===== src/rtl/drm_pkg.sv =====
// Shared types and constants for the dirty rectangle merger.
// Used by drm_ctrl, drm_datapath and dirty_rectangle_merger_unit; no dependencies.
`default_nettype none

package drm_pkg;

   localparam int MAX_RECTS = 5;
   localparam int CNT_W     = $clog2(MAX_RECTS);   // holds 0 .. MAX_RECTS-1
   localparam int EDGE_W    = 16;
   localparam int SCREEN_W  = 15;
   localparam int CSR_IDX_W = 2;
   localparam int SPAN_W    = EDGE_W + 1;
   localparam int AREA_W    = 2 * SPAN_W;
   localparam int SUM_W     = AREA_W + 1;
   localparam int GAIN_W    = AREA_W + 2;

   localparam logic [CSR_IDX_W-1:0] CSR_SCREEN_WIDTH  = 2'd0;
   localparam logic [CSR_IDX_W-1:0] CSR_SCREEN_HEIGHT = 2'd1;

   typedef enum logic [1:0] {
      CMD_MARK  = 2'd0,
      CMD_FULL  = 2'd1,
      CMD_CLEAR = 2'd2,
      CMD_EMIT  = 2'd3
   } cmd_type;

   typedef struct packed {
      cmd_type                   cmd;
      logic signed [EDGE_W-1:0]  x_left;
      logic signed [EDGE_W-1:0]  y_top;
      logic signed [EDGE_W-1:0]  x_right;
      logic signed [EDGE_W-1:0]  y_bottom;
   } req_type;

   typedef struct packed {
      logic signed [EDGE_W-1:0]  out_left;
      logic signed [EDGE_W-1:0]  out_top;
      logic signed [EDGE_W-1:0]  out_right;
      logic signed [EDGE_W-1:0]  out_bottom;
      logic                      rect_valid;
      logic                      final_item;
      logic [2:0]                rect_count;
      logic                      whole_screen;
   } rsp_type;

   typedef struct packed {
      logic signed [EDGE_W-1:0]  l;
      logic signed [EDGE_W-1:0]  t;
      logic signed [EDGE_W-1:0]  r;
      logic signed [EDGE_W-1:0]  b;
   } rect_type;

   typedef enum logic [2:0] {
      COMMIT_NONE   = 3'd0,
      COMMIT_APPEND = 3'd1,
      COMMIT_FULL   = 3'd2,
      COMMIT_CLEAR  = 3'd3,
      COMMIT_MERGE  = 3'd4
   } commit_type;

   typedef struct packed {
      logic       load_req;
      logic       idx_clr;
      logic       idx_inc;
      logic       scan_clr;
      logic       mul_new;
      logic       mul_entry;
      logic       mul_union;
      logic       eval;
      commit_type commit;
      logic       out_none;
      logic       out_entry;
   } dp_cmd_type;

   typedef struct packed {
      cmd_type cmd;
      logic    count_zero;
      logic    count_full;
      logic    idx_zero;
      logic    idx_last;
      logic    contained;
      logic    best_valid;
      logic    out_free;
   } dp_status_type;

endpackage

`default_nettype wire


===== src/rtl/drm_datapath.sv =====
// Rectangle table, screen size registers, shared area multiplier, merge scan and result register.
// Depends on drm_pkg; driven by drm_ctrl through dp_cmd_type.
`default_nettype none

module drm_datapath
   import drm_pkg::*;
(
   input  wire logic                  clock,
   input  wire logic                  reset,
   input  wire req_type               req_data,
   input  wire logic                  csr_valid,
   input  wire logic [CSR_IDX_W-1:0]  csr_index,
   input  wire logic [SCREEN_W-1:0]   csr_wdata,
   output logic                       rsp_valid,
   input  wire logic                  rsp_ready,
   output rsp_type                    rsp_data,
   input  wire dp_cmd_type            dp_cmd,
   output dp_status_type              dp_status
);

   rect_type                   entries [MAX_RECTS];
   req_type                    req_ff;
   logic [SCREEN_W-1:0]        width_ff,  width_in;
   logic [SCREEN_W-1:0]        height_ff, height_in;
   logic [CNT_W-1:0]           count_ff,  count_in;
   logic [CNT_W-1:0]           idx_ff,    idx_in;

   logic signed [AREA_W-1:0]   area_n_ff, area_o_ff, area_u_ff;
   logic signed [SUM_W-1:0]    sum_ff;
   rect_type                   union_ff, cand_ff, best_union_ff;
   logic [CNT_W-1:0]           cand_idx_ff, best_idx_ff;
   logic signed [GAIN_W-1:0]   best_gain_ff;
   logic                       best_valid_ff, best_valid_in;
   logic                       contained_ff,  contained_in;

   logic                       rsp_valid_ff, rsp_valid_in;
   rsp_type                    rsp_data_ff;

   rect_type                   new_rect, entry, union_rect, full_rect;
   logic                       contain_hit;
   logic signed [SPAN_W-1:0]   mul_a, mul_b;
   logic signed [AREA_W-1:0]   mul_prod;
   logic signed [GAIN_W-1:0]   gain;
   logic                       better;
   logic                       whole;
   logic                       out_free;
   logic                       idx_last;

   assign new_rect = '{l: req_ff.x_left, t: req_ff.y_top,
                       r: req_ff.x_right, b: req_ff.y_bottom};
   assign full_rect = '{l: '0, t: '0,
                        r: {1'b0, width_ff}, b: {1'b0, height_ff}};
   assign entry = entries[idx_ff];

   // Bounding box of the scanned entry and the new rectangle
   always_comb begin
      union_rect.l = (entry.l < new_rect.l) ? entry.l : new_rect.l;
      union_rect.t = (entry.t < new_rect.t) ? entry.t : new_rect.t;
      union_rect.r = (entry.r > new_rect.r) ? entry.r : new_rect.r;
      union_rect.b = (entry.b > new_rect.b) ? entry.b : new_rect.b;
   end

   assign contain_hit = (entry.l <= new_rect.l) && (entry.t <= new_rect.t) &&
                        (entry.r >= new_rect.r) && (entry.b >= new_rect.b);

   // One shared multiplier: width times height of the selected rectangle
   always_comb begin
      priority if (dp_cmd.mul_new) begin
         mul_a = SPAN_W'(new_rect.r) - SPAN_W'(new_rect.l);
         mul_b = SPAN_W'(new_rect.b) - SPAN_W'(new_rect.t);
      end else if (dp_cmd.mul_entry) begin
         mul_a = SPAN_W'(entry.r) - SPAN_W'(entry.l);
         mul_b = SPAN_W'(entry.b) - SPAN_W'(entry.t);
      end else begin
         mul_a = SPAN_W'(union_ff.r) - SPAN_W'(union_ff.l);
         mul_b = SPAN_W'(union_ff.b) - SPAN_W'(union_ff.t);
      end
      mul_prod = mul_a * mul_b;
   end

   assign gain   = GAIN_W'(sum_ff) - GAIN_W'(area_u_ff);
   assign better = (gain > GAIN_W'(0)) && (!best_valid_ff || (gain > best_gain_ff));

   assign idx_last = (idx_ff == (count_ff - CNT_W'(1)));
   assign out_free = !rsp_valid_ff || rsp_ready;
   assign whole    = (count_ff == CNT_W'(1)) &&
                     (entries[0].r == {1'b0, width_ff}) &&
                     (entries[0].b == {1'b0, height_ff});

   always_comb begin
      width_in  = width_ff;
      height_in = height_ff;
      if (csr_valid) begin
         if (csr_index == CSR_SCREEN_WIDTH) begin
            width_in = csr_wdata;
         end else if (csr_index == CSR_SCREEN_HEIGHT) begin
            height_in = csr_wdata;
         end
      end
   end

   always_comb begin
      count_in = count_ff;
      unique case (dp_cmd.commit)
         COMMIT_APPEND: count_in = count_ff + CNT_W'(1);
         COMMIT_FULL:   count_in = CNT_W'(1);
         COMMIT_CLEAR:  count_in = '0;
         default:       count_in = count_ff;
      endcase
   end

   always_comb begin
      idx_in = idx_ff;
      if (dp_cmd.idx_clr) begin
         idx_in = '0;
      end else if (dp_cmd.idx_inc) begin
         idx_in = idx_ff + CNT_W'(1);
      end
   end

   always_comb begin
      contained_in  = contained_ff;
      best_valid_in = best_valid_ff;
      if (dp_cmd.scan_clr) begin
         contained_in  = 1'b0;
         best_valid_in = 1'b0;
      end else begin
         if (dp_cmd.mul_entry && contain_hit) begin
            contained_in = 1'b1;
         end
         if (dp_cmd.eval && better) begin
            best_valid_in = 1'b1;
         end
      end
   end

   always_comb begin
      rsp_valid_in = rsp_valid_ff;
      if (dp_cmd.out_none || dp_cmd.out_entry) begin
         rsp_valid_in = 1'b1;
      end else if (rsp_ready) begin
         rsp_valid_in = 1'b0;
      end
   end

   always_ff @(posedge clock) begin
      if (reset) begin
         width_ff      <= '0;
         height_ff     <= '0;
         count_ff      <= '0;
         idx_ff        <= '0;
         contained_ff  <= 1'b0;
         best_valid_ff <= 1'b0;
         rsp_valid_ff  <= 1'b0;
      end else begin
         width_ff      <= width_in;
         height_ff     <= height_in;
         count_ff      <= count_in;
         idx_ff        <= idx_in;
         contained_ff  <= contained_in;
         best_valid_ff <= best_valid_in;
         rsp_valid_ff  <= rsp_valid_in;
      end
   end

   // Payload and table storage, no reset
   always_ff @(posedge clock) begin
      if (dp_cmd.load_req) begin
         req_ff <= req_data;
      end
      if (dp_cmd.mul_new) begin
         area_n_ff <= mul_prod;
      end
      if (dp_cmd.mul_entry) begin
         area_o_ff <= mul_prod;
         union_ff  <= union_rect;
      end
      if (dp_cmd.mul_union) begin
         area_u_ff   <= mul_prod;
         sum_ff      <= SUM_W'(area_o_ff) + SUM_W'(area_n_ff);
         cand_ff     <= union_ff;
         cand_idx_ff <= idx_ff;
      end
      if (dp_cmd.eval && better) begin
         best_gain_ff  <= gain;
         best_idx_ff   <= cand_idx_ff;
         best_union_ff <= cand_ff;
      end
      unique case (dp_cmd.commit)
         COMMIT_APPEND: entries[count_ff]    <= new_rect;
         COMMIT_FULL:   entries[0]           <= full_rect;
         COMMIT_MERGE:  entries[best_idx_ff] <= best_union_ff;
         default: ;
      endcase
      if (dp_cmd.out_none) begin
         rsp_data_ff.out_left   <= '0;
         rsp_data_ff.out_top    <= '0;
         rsp_data_ff.out_right  <= '0;
         rsp_data_ff.out_bottom <= '0;
         rsp_data_ff.rect_valid <= 1'b0;
         rsp_data_ff.final_item <= 1'b1;
      end else if (dp_cmd.out_entry) begin
         rsp_data_ff.out_left   <= entry.l;
         rsp_data_ff.out_top    <= entry.t;
         rsp_data_ff.out_right  <= entry.r;
         rsp_data_ff.out_bottom <= entry.b;
         rsp_data_ff.rect_valid <= 1'b1;
         rsp_data_ff.final_item <= idx_last;
      end
      if (dp_cmd.out_none || dp_cmd.out_entry) begin
         rsp_data_ff.rect_count   <= 3'(count_ff);
         rsp_data_ff.whole_screen <= whole;
      end
   end

   assign rsp_valid = rsp_valid_ff;
   assign rsp_data  = rsp_data_ff;

   assign dp_status.cmd        = req_ff.cmd;
   assign dp_status.count_zero = (count_ff == '0);
   assign dp_status.count_full = (count_ff >= CNT_W'(MAX_RECTS - 1));
   assign dp_status.idx_zero   = (idx_ff == '0);
   assign dp_status.idx_last   = idx_last;
   assign dp_status.contained  = contained_ff;
   assign dp_status.best_valid = best_valid_ff;
   assign dp_status.out_free   = out_free;

   a_count_bound: assert property (@(posedge clock) disable iff (reset)
      count_ff <= CNT_W'(MAX_RECTS - 1))
      else $error("rectangle count beyond table size");

   a_merge_keeps_count: assert property (@(posedge clock) disable iff (reset)
      (dp_cmd.commit == COMMIT_MERGE) |=> (count_ff == $past(count_ff)))
      else $error("merge changed the rectangle count");

endmodule

`default_nettype wire


===== src/rtl/drm_ctrl.sv =====
// Controller state machine: sequences the mark scan, commits and result beats.
// Depends on drm_pkg; talks to drm_datapath through dp_cmd_type and dp_status_type.
`default_nettype none

module drm_ctrl
   import drm_pkg::*;
(
   input  wire logic          clock,
   input  wire logic          reset,
   input  wire logic          req_valid,
   output logic               req_ready,
   output dp_cmd_type         dp_cmd,
   input  wire dp_status_type dp_status
);

   typedef enum logic [8:0] {
      ST_IDLE    = 9'b000000001,
      ST_DECIDE  = 9'b000000010,
      ST_AREA_N  = 9'b000000100,
      ST_AREA_O  = 9'b000001000,
      ST_AREA_U  = 9'b000010000,
      ST_EVAL    = 9'b000100000,
      ST_UPDATE  = 9'b001000000,
      ST_RESPOND = 9'b010000000,
      ST_EMIT    = 9'b100000000
   } state_type;

   state_type state_ff, state_in;

   always_comb begin
      state_in  = state_ff;
      req_ready = 1'b0;
      dp_cmd    = '0;
      dp_cmd.commit = COMMIT_NONE;
      unique case (state_ff)
         ST_IDLE: begin
            req_ready = 1'b1;
            if (req_valid) begin
               dp_cmd.load_req = 1'b1;
               state_in = ST_DECIDE;
            end
         end
         ST_DECIDE: begin
            unique case (dp_status.cmd)
               CMD_MARK: begin
                  if (dp_status.count_zero) begin
                     dp_cmd.commit = COMMIT_APPEND;
                     state_in = ST_RESPOND;
                  end else if (dp_status.count_full) begin
                     dp_cmd.commit = COMMIT_FULL;
                     state_in = ST_RESPOND;
                  end else begin
                     state_in = ST_AREA_N;
                  end
               end
               CMD_FULL: begin
                  dp_cmd.commit = COMMIT_FULL;
                  state_in = ST_RESPOND;
               end
               CMD_CLEAR: begin
                  dp_cmd.commit = COMMIT_CLEAR;
                  state_in = ST_RESPOND;
               end
               CMD_EMIT: begin
                  dp_cmd.idx_clr = 1'b1;
                  state_in = dp_status.count_zero ? ST_RESPOND : ST_EMIT;
               end
            endcase
         end
         ST_AREA_N: begin
            dp_cmd.mul_new  = 1'b1;
            dp_cmd.idx_clr  = 1'b1;
            dp_cmd.scan_clr = 1'b1;
            state_in = ST_AREA_O;
         end
         ST_AREA_O: begin
            // score the previous entry while this one is read
            dp_cmd.mul_entry = 1'b1;
            dp_cmd.eval      = !dp_status.idx_zero;
            state_in = ST_AREA_U;
         end
         ST_AREA_U: begin
            dp_cmd.mul_union = 1'b1;
            if (dp_status.idx_last) begin
               state_in = ST_EVAL;
            end else begin
               dp_cmd.idx_inc = 1'b1;
               state_in = ST_AREA_O;
            end
         end
         ST_EVAL: begin
            dp_cmd.eval = 1'b1;
            state_in = ST_UPDATE;
         end
         ST_UPDATE: begin
            priority if (dp_status.contained) begin
               dp_cmd.commit = COMMIT_NONE;
            end else if (dp_status.best_valid) begin
               dp_cmd.commit = COMMIT_MERGE;
            end else begin
               dp_cmd.commit = COMMIT_APPEND;
            end
            state_in = ST_RESPOND;
         end
         ST_RESPOND: begin
            if (dp_status.out_free) begin
               dp_cmd.out_none = 1'b1;
               state_in = ST_IDLE;
            end
         end
         ST_EMIT: begin
            if (dp_status.out_free) begin
               dp_cmd.out_entry = 1'b1;
               if (dp_status.idx_last) begin
                  state_in = ST_IDLE;
               end else begin
                  dp_cmd.idx_inc = 1'b1;
               end
            end
         end
         default: begin
            state_in = ST_IDLE;
         end
      endcase
   end

   always_ff @(posedge clock) begin
      if (reset) begin
         state_ff <= ST_IDLE;
      end else begin
         state_ff <= state_in;
      end
   end

   a_load_when_free: assert property (@(posedge clock) disable iff (reset)
      (dp_cmd.out_none || dp_cmd.out_entry) |-> dp_status.out_free)
      else $error("result beat loaded over an untaken beat");

   a_single_commit: assert property (@(posedge clock) disable iff (reset)
      (dp_cmd.commit != COMMIT_NONE) |=> (dp_cmd.commit == COMMIT_NONE))
      else $error("table committed twice in a row");

endmodule

`default_nettype wire


===== src/rtl/dirty_rectangle_merger_unit.sv =====
// Top level of the dirty rectangle merger: damage rectangle table with merge scan.
// Depends on drm_pkg, drm_ctrl and drm_datapath.
//
//   channel | ports                                       | direction
//   req     | req_valid, req_ready, req_data              | in,  one command beat
//   rsp     | rsp_valid, rsp_ready, rsp_data              | out, one or more result beats
//   csr     | csr_valid, csr_ready, csr_index, csr_wdata  | in,  screen size writes
//
// Clear, full-screen and the trivial marks pass via decide to respond, which loads the
// result. A mark scan computes the new area, then an entry and a union area per stored
// entry, then evaluates and updates; the single shared multiplier computes one area per
// cycle, two per entry. Emit loads its first result beat in the emit state after decide,
// then one beat per cycle per stored rectangle while rsp is not stalled.
// Result beats sit in an output register; a stalled rsp holds the sequencer.
// Reset clears the count and screen size; csr writes are always taken.
`default_nettype none

module dirty_rectangle_merger_unit
   import drm_pkg::*;
(
   input  wire logic                  clock,
   input  wire logic                  reset,
   input  wire logic                  req_valid,
   output logic                       req_ready,
   input  wire req_type               req_data,
   output logic                       rsp_valid,
   input  wire logic                  rsp_ready,
   output rsp_type                    rsp_data,
   input  wire logic                  csr_valid,
   output logic                       csr_ready,
   input  wire logic [CSR_IDX_W-1:0]  csr_index,
   input  wire logic [SCREEN_W-1:0]   csr_wdata
);

   dp_cmd_type    dp_cmd;
   dp_status_type dp_status;

   assign csr_ready = 1'b1;

   drm_ctrl u_ctrl (
      .clock     (clock),
      .reset     (reset),
      .req_valid (req_valid),
      .req_ready (req_ready),
      .dp_cmd    (dp_cmd),
      .dp_status (dp_status)
   );

   drm_datapath u_datapath (
      .clock     (clock),
      .reset     (reset),
      .req_data  (req_data),
      .csr_valid (csr_valid),
      .csr_index (csr_index),
      .csr_wdata (csr_wdata),
      .rsp_valid (rsp_valid),
      .rsp_ready (rsp_ready),
      .rsp_data  (rsp_data),
      .dp_cmd    (dp_cmd),
      .dp_status (dp_status)
   );

endmodule

`default_nettype wire

===== config.mk =====
export PLATFORM = sky130hd
export DESIGN_NAME = dirty_rectangle_merger_unit
export DESIGN_NICKNAME = d
export VERILOG_FILES = /design/src/rtl/drm_pkg.sv /design/src/rtl/drm_datapath.sv /design/src/rtl/drm_ctrl.sv /design/src/rtl/dirty_rectangle_merger_unit.sv
export SDC_FILE = /design/constraint.sdc
export NUM_CORES = 2
export LEC_CHECK = 0
export BUFFER_PORTS_ARGS = -buffer_cell sky130_fd_sc_hd__buf_4
export CAP_MARGIN = 5
export CORE_MARGIN = 4
export CORE_UTILIZATION = 64
export CTS_CLUSTER_DIAMETER = 50
export CTS_CLUSTER_SIZE = 12
export DETAILED_ROUTE_END_ITERATION = 6
export PLACE_DENSITY = 0.82
export SLEW_MARGIN = 20
export SYNTH_ARGS = -nofsm -noshare
export SYNTH_HDL_FRONTEND = slang
export SYNTH_SLANG_ARGS = --single-unit

===== constraint.sdc =====
create_clock -name clock -period 21.8 [get_ports clock]
set_clock_uncertainty 0.15 [all_clocks]
set_input_delay 1.09 -clock clock [delete_from_list [all_inputs] [get_ports clock]]
set_output_delay 1.09 -clock clock [all_outputs]
set_load 0.01 [all_outputs]

==> qor.csv <==
stage,metric,value,unit
detailed_routing,Iteration-0 DRC Markers,3736,
detailed_routing,DR WL/cell,24.0,um
global_route,gr usage total,32.4,%
sta,RSZ-0062 raised after global routing,false,
die,core area,82500,um^2
synth,largest family of logic cells by synthesized area,adder cells,
final_layout,post-route cell area,59200,um^2
sta,Slew @ Worst Pin,1.13,ns
clock_network,Post-CTS Resized,0,
hold_path,Hold Path Stages,0,
die,IO Count,161,
setup_path,WP data required,22.14,ns
clock_network,CTS H-tree lvls,3,
synth,largest area contributor in the netlist,edfxtp_1,
synth,"EDFF count, synth",761,
placed_design,Post-DP HPWL,102000,um
placed_design,IO buf count,159,
synth,post-synthesis cell count,4631,
detailed_routing,Antenna Nets Post-Route,0,
clock_network,Root Driver,clkbuf_16,
die,Placement Rows,105,
die,starting density of the core,65.0,%
sta,final worst slack,10.21,ns
synth,synth top area cells,"edfxtp_1, fa_1, ha_1",
sta,Slew headroom,24.7,%
setup_path,Most common cell on crit path,fa_1,
flow_run,max-capacitance violation count,0,
placed_design,setup slack at placement,10.45,ns
synth,#FFs+latches synth,878,
synth,synthesized area,53600,um^2
synth,share of the synthesized area in the top cell type,42.6,%
setup_path,worst r2r path cells,34,
setup_path,CP Launch Type,flip-flop,
detailed_routing,via/cell ratio,6.35,
synth,"count leader, synth",edfxtp_1,
detailed_routing,WL final,143000,um
sta,setup_tns,0,ns
synth,Synth Area in Adders,19.8,%
clock_network,TritonCTS clock tree,built,
synth,Unique masters post-synth,87,
pwr,P_leak,24.1,nW
synth,xor and xnor area share after synthesis,3.01,%
hold_path,worst hold path class,flip-flop to flip-flop,
final_layout,Fill cells,5517,
sta,final period utilization,53.2,%
setup_path,kind of critical path,flip-flop to flip-flop,
synth,Synth warnings,0,
final_layout,layout cells sized above 1,11.1,%
global_route,largest net degree at the start of global routing,77,
detailed_routing,# DRC,0,
synth,register area share after synthesis,47.0,%
global_route,GRT Residual Overflow,0,
setup_path,highest-delay cell along the critical path,dfxtp_4,
detailed_routing,first-pass detailed-route iteration total,6,
final_layout,Nets,5563,
synth,ys flop type,edfxtp_1,
synth,"top cells by count, synth","edfxtp_1, inv_1, nand2_1",
clock_network,clock sink count,878,
clock_network,hold-fix buffers at CTS,0,
synth,synthesized area per cell,11.6,um^2
setup_path,Crit path arrival time,11.93,ns
die,Die Y,297,um
final_layout,Layout Area Growth over Synthesis,10.4,%
synth,asr flop ratio synth,0,%
synth,compound-cell area share of the yosys netlist,9.59,%
setup_path,"slowest stage delay, CP",0.70,ns
setup_path,Worst setup EP type,flip-flop,
die,die area,88500,um^2
clock_network,Post-CTS Setup Inserts,0,
synth,Simple-Gate Fraction of Synth Area,10.3,%
placed_design,gpl congestion,0.974,
placed_design,DP Area,56100,um^2
sta,Setup-failing EPs final,0,
clock_network,Clock Latency Late Sink,0.70,ns
global_route,first-pass GRT wire length,221000,um
sta,Tmin final,11.59,ns
outcome,status,finished clean,
global_route,number of global-route vias before repair,38400,
clock_network,CTS max path bufs,3,
synth,Syn Nets,5384,
clock_network,Num CTS Buffers,96,
pwr,Peak VDD IR,0.0819,mV
pwr,power per cell area,62.9,nW/um^2
global_route,initial antenna violation count,3,
pwr,Total Power,3.73,mW
die,die width,297,um
sta,Fmax,0.0863,GHz
final_layout,Multi-input gate area,25700,um^2
final_layout,Seq. cell area,25200,um^2
setup_path,Worst Path Max Fanout,42,
synth,fraction of synthesized area in multiplexers,4.96,%
sta,Final Hold Fails,0,
detailed_routing,DR vias,37800,
sta,max-slew violations,0,
clock_network,clock slew at reported path FFs,0.06,ns
==> state kept, by name, summed over array words and instances (netlist names), named ones only <==
| signal | count |
|---|---|
| u_datapath.area_n_ff | 34 |
| u_datapath.area_u_ff | 34 |
| u_datapath.entries | 320 |
| u_datapath.best_valid_ff | 1 |
| u_datapath.union_ff | 64 |
| u_datapath.new_rect | 64 |
| u_datapath.best_idx_ff | 3 |
| u_datapath.count_ff | 3 |
| u_datapath.width_ff | 15 |
| u_datapath.contained_ff | 1 |
| u_datapath.height_ff | 15 |
| u_datapath.rsp_data | 70 |
| u_ctrl.state_ff | 9 |
| u_datapath.cand_idx_ff | 3 |
| u_datapath.best_union_ff | 64 |
| u_datapath.cand_ff | 64 |
| u_datapath.best_gain_ff | 36 |
| u_datapath.dp_status | 2 |
| u_datapath.idx_ff | 3 |
| u_datapath.rsp_valid | 1 |
| u_datapath.sum_ff | 35 |
| u_datapath.area_o_ff | 34 |
==> metal layers <==
metal	GRT usage [%]	share of wire (%)	vias up
met3	7.14	10	486
met2	51.8	46	2103
met5	0	0.018	-
met1	42.7	38	18600
met4	15.6	5.8	4
li1	-	-	16600
==> stage by stage <==
step | cells | utilization (%) | hold WS, ns
3_5_place_dp | 5782 | 68.0 | 0.255
5_1_grt | 5958 | 71.8 | 0.260
2_1_floorplan | 4631 | - | 0.250
4_1_cts | 5958 | 71.8 | 0.254
3_3_place_gp | 5782 | 68.0 | 0.250
6_report | 5959 | 71.8 | 0.257
==> cells in the final DEF (no fill, tap or decap), drive strengths merged, types with 49 or more instances in the layout <==
master	netlist	layout
nor2	354	354
and2	52	52
nor3	83	83
a21o	76	76
dfxtp	117	117
fa	304	304
mux4	64	64
o21ai	120	120
ha	361	361
xnor2	106	106
mux2	61	61
clkbuf	66	144
edfxtp	761	761
a211oi	64	64
nand3	49	49
xor2	78	78
nand2	413	413
inv	602	614
nor2b	49	49
a21oi	239	239
mux2i	53	53
buf	71	218
==> worst max-delay path: cells and delay by family, from the launching register on <==
family                     cells  cell delay [ns]
AOI/OAI and AO/OA             11             3.11
adders and majority gates      9             4.03
buffers and inverters          5             0.92
DFF                            1             0.70
muxes                          2             0.69
and+or+nand+nor                7             1.75
==> cell type report <==
type                       count  area share, %
multi-input combinational   3014           43.4
sequential                   878           42.6
clock buffer                 144           4.50
inverter                     602           3.82
timing repair buffer         218           2.76
tap                         1070           2.26
clock inverter                32          0.725
antenna                        1        0.00422
==> report_power, final <==
| group | internal [mW] | switching [mW] |
|---|---|---|
| clock | 0.896 | 0.694 |
| sequential | 1.85 | 0.0271 |
| combinational | 0.102 | 0.156 |
| total | 2.85 | 0.877 |
==> worst paths after layout <==
kind	from	end	slack [ns]
worst min register to register	u_datapath.cand_ff[1]$_DFFE_PN_	u_datapath.best_union_ff[1]$_DFFE_PP_	0.26
worst max-delay path	flip-flop	u_datapath.area_u_ff[31]$_DFFE_PN_	10.21
worst max register to register	flip-flop	u_datapath.area_u_ff[31]$_DFFE_PN_	10.21
worst min-delay path	u_datapath.cand_ff[1]$_DFFE_PN_	u_datapath.best_union_ff[1]$_DFFE_PP_	0.26
==> logic make-up (layout without fill, tap and decap cells) <==
kind of cell,Yosys count,count (layout)
AOI/OAI and AO/OA,787,787
and+or+nand+nor,1199,1199
DFF,878,878
other,1,2
adders and majority gates,665,665
xor gates and xnor gates,184,184
muxes,178,178
buffers and inverters,739,996
(Power assumes the default switching activity.)
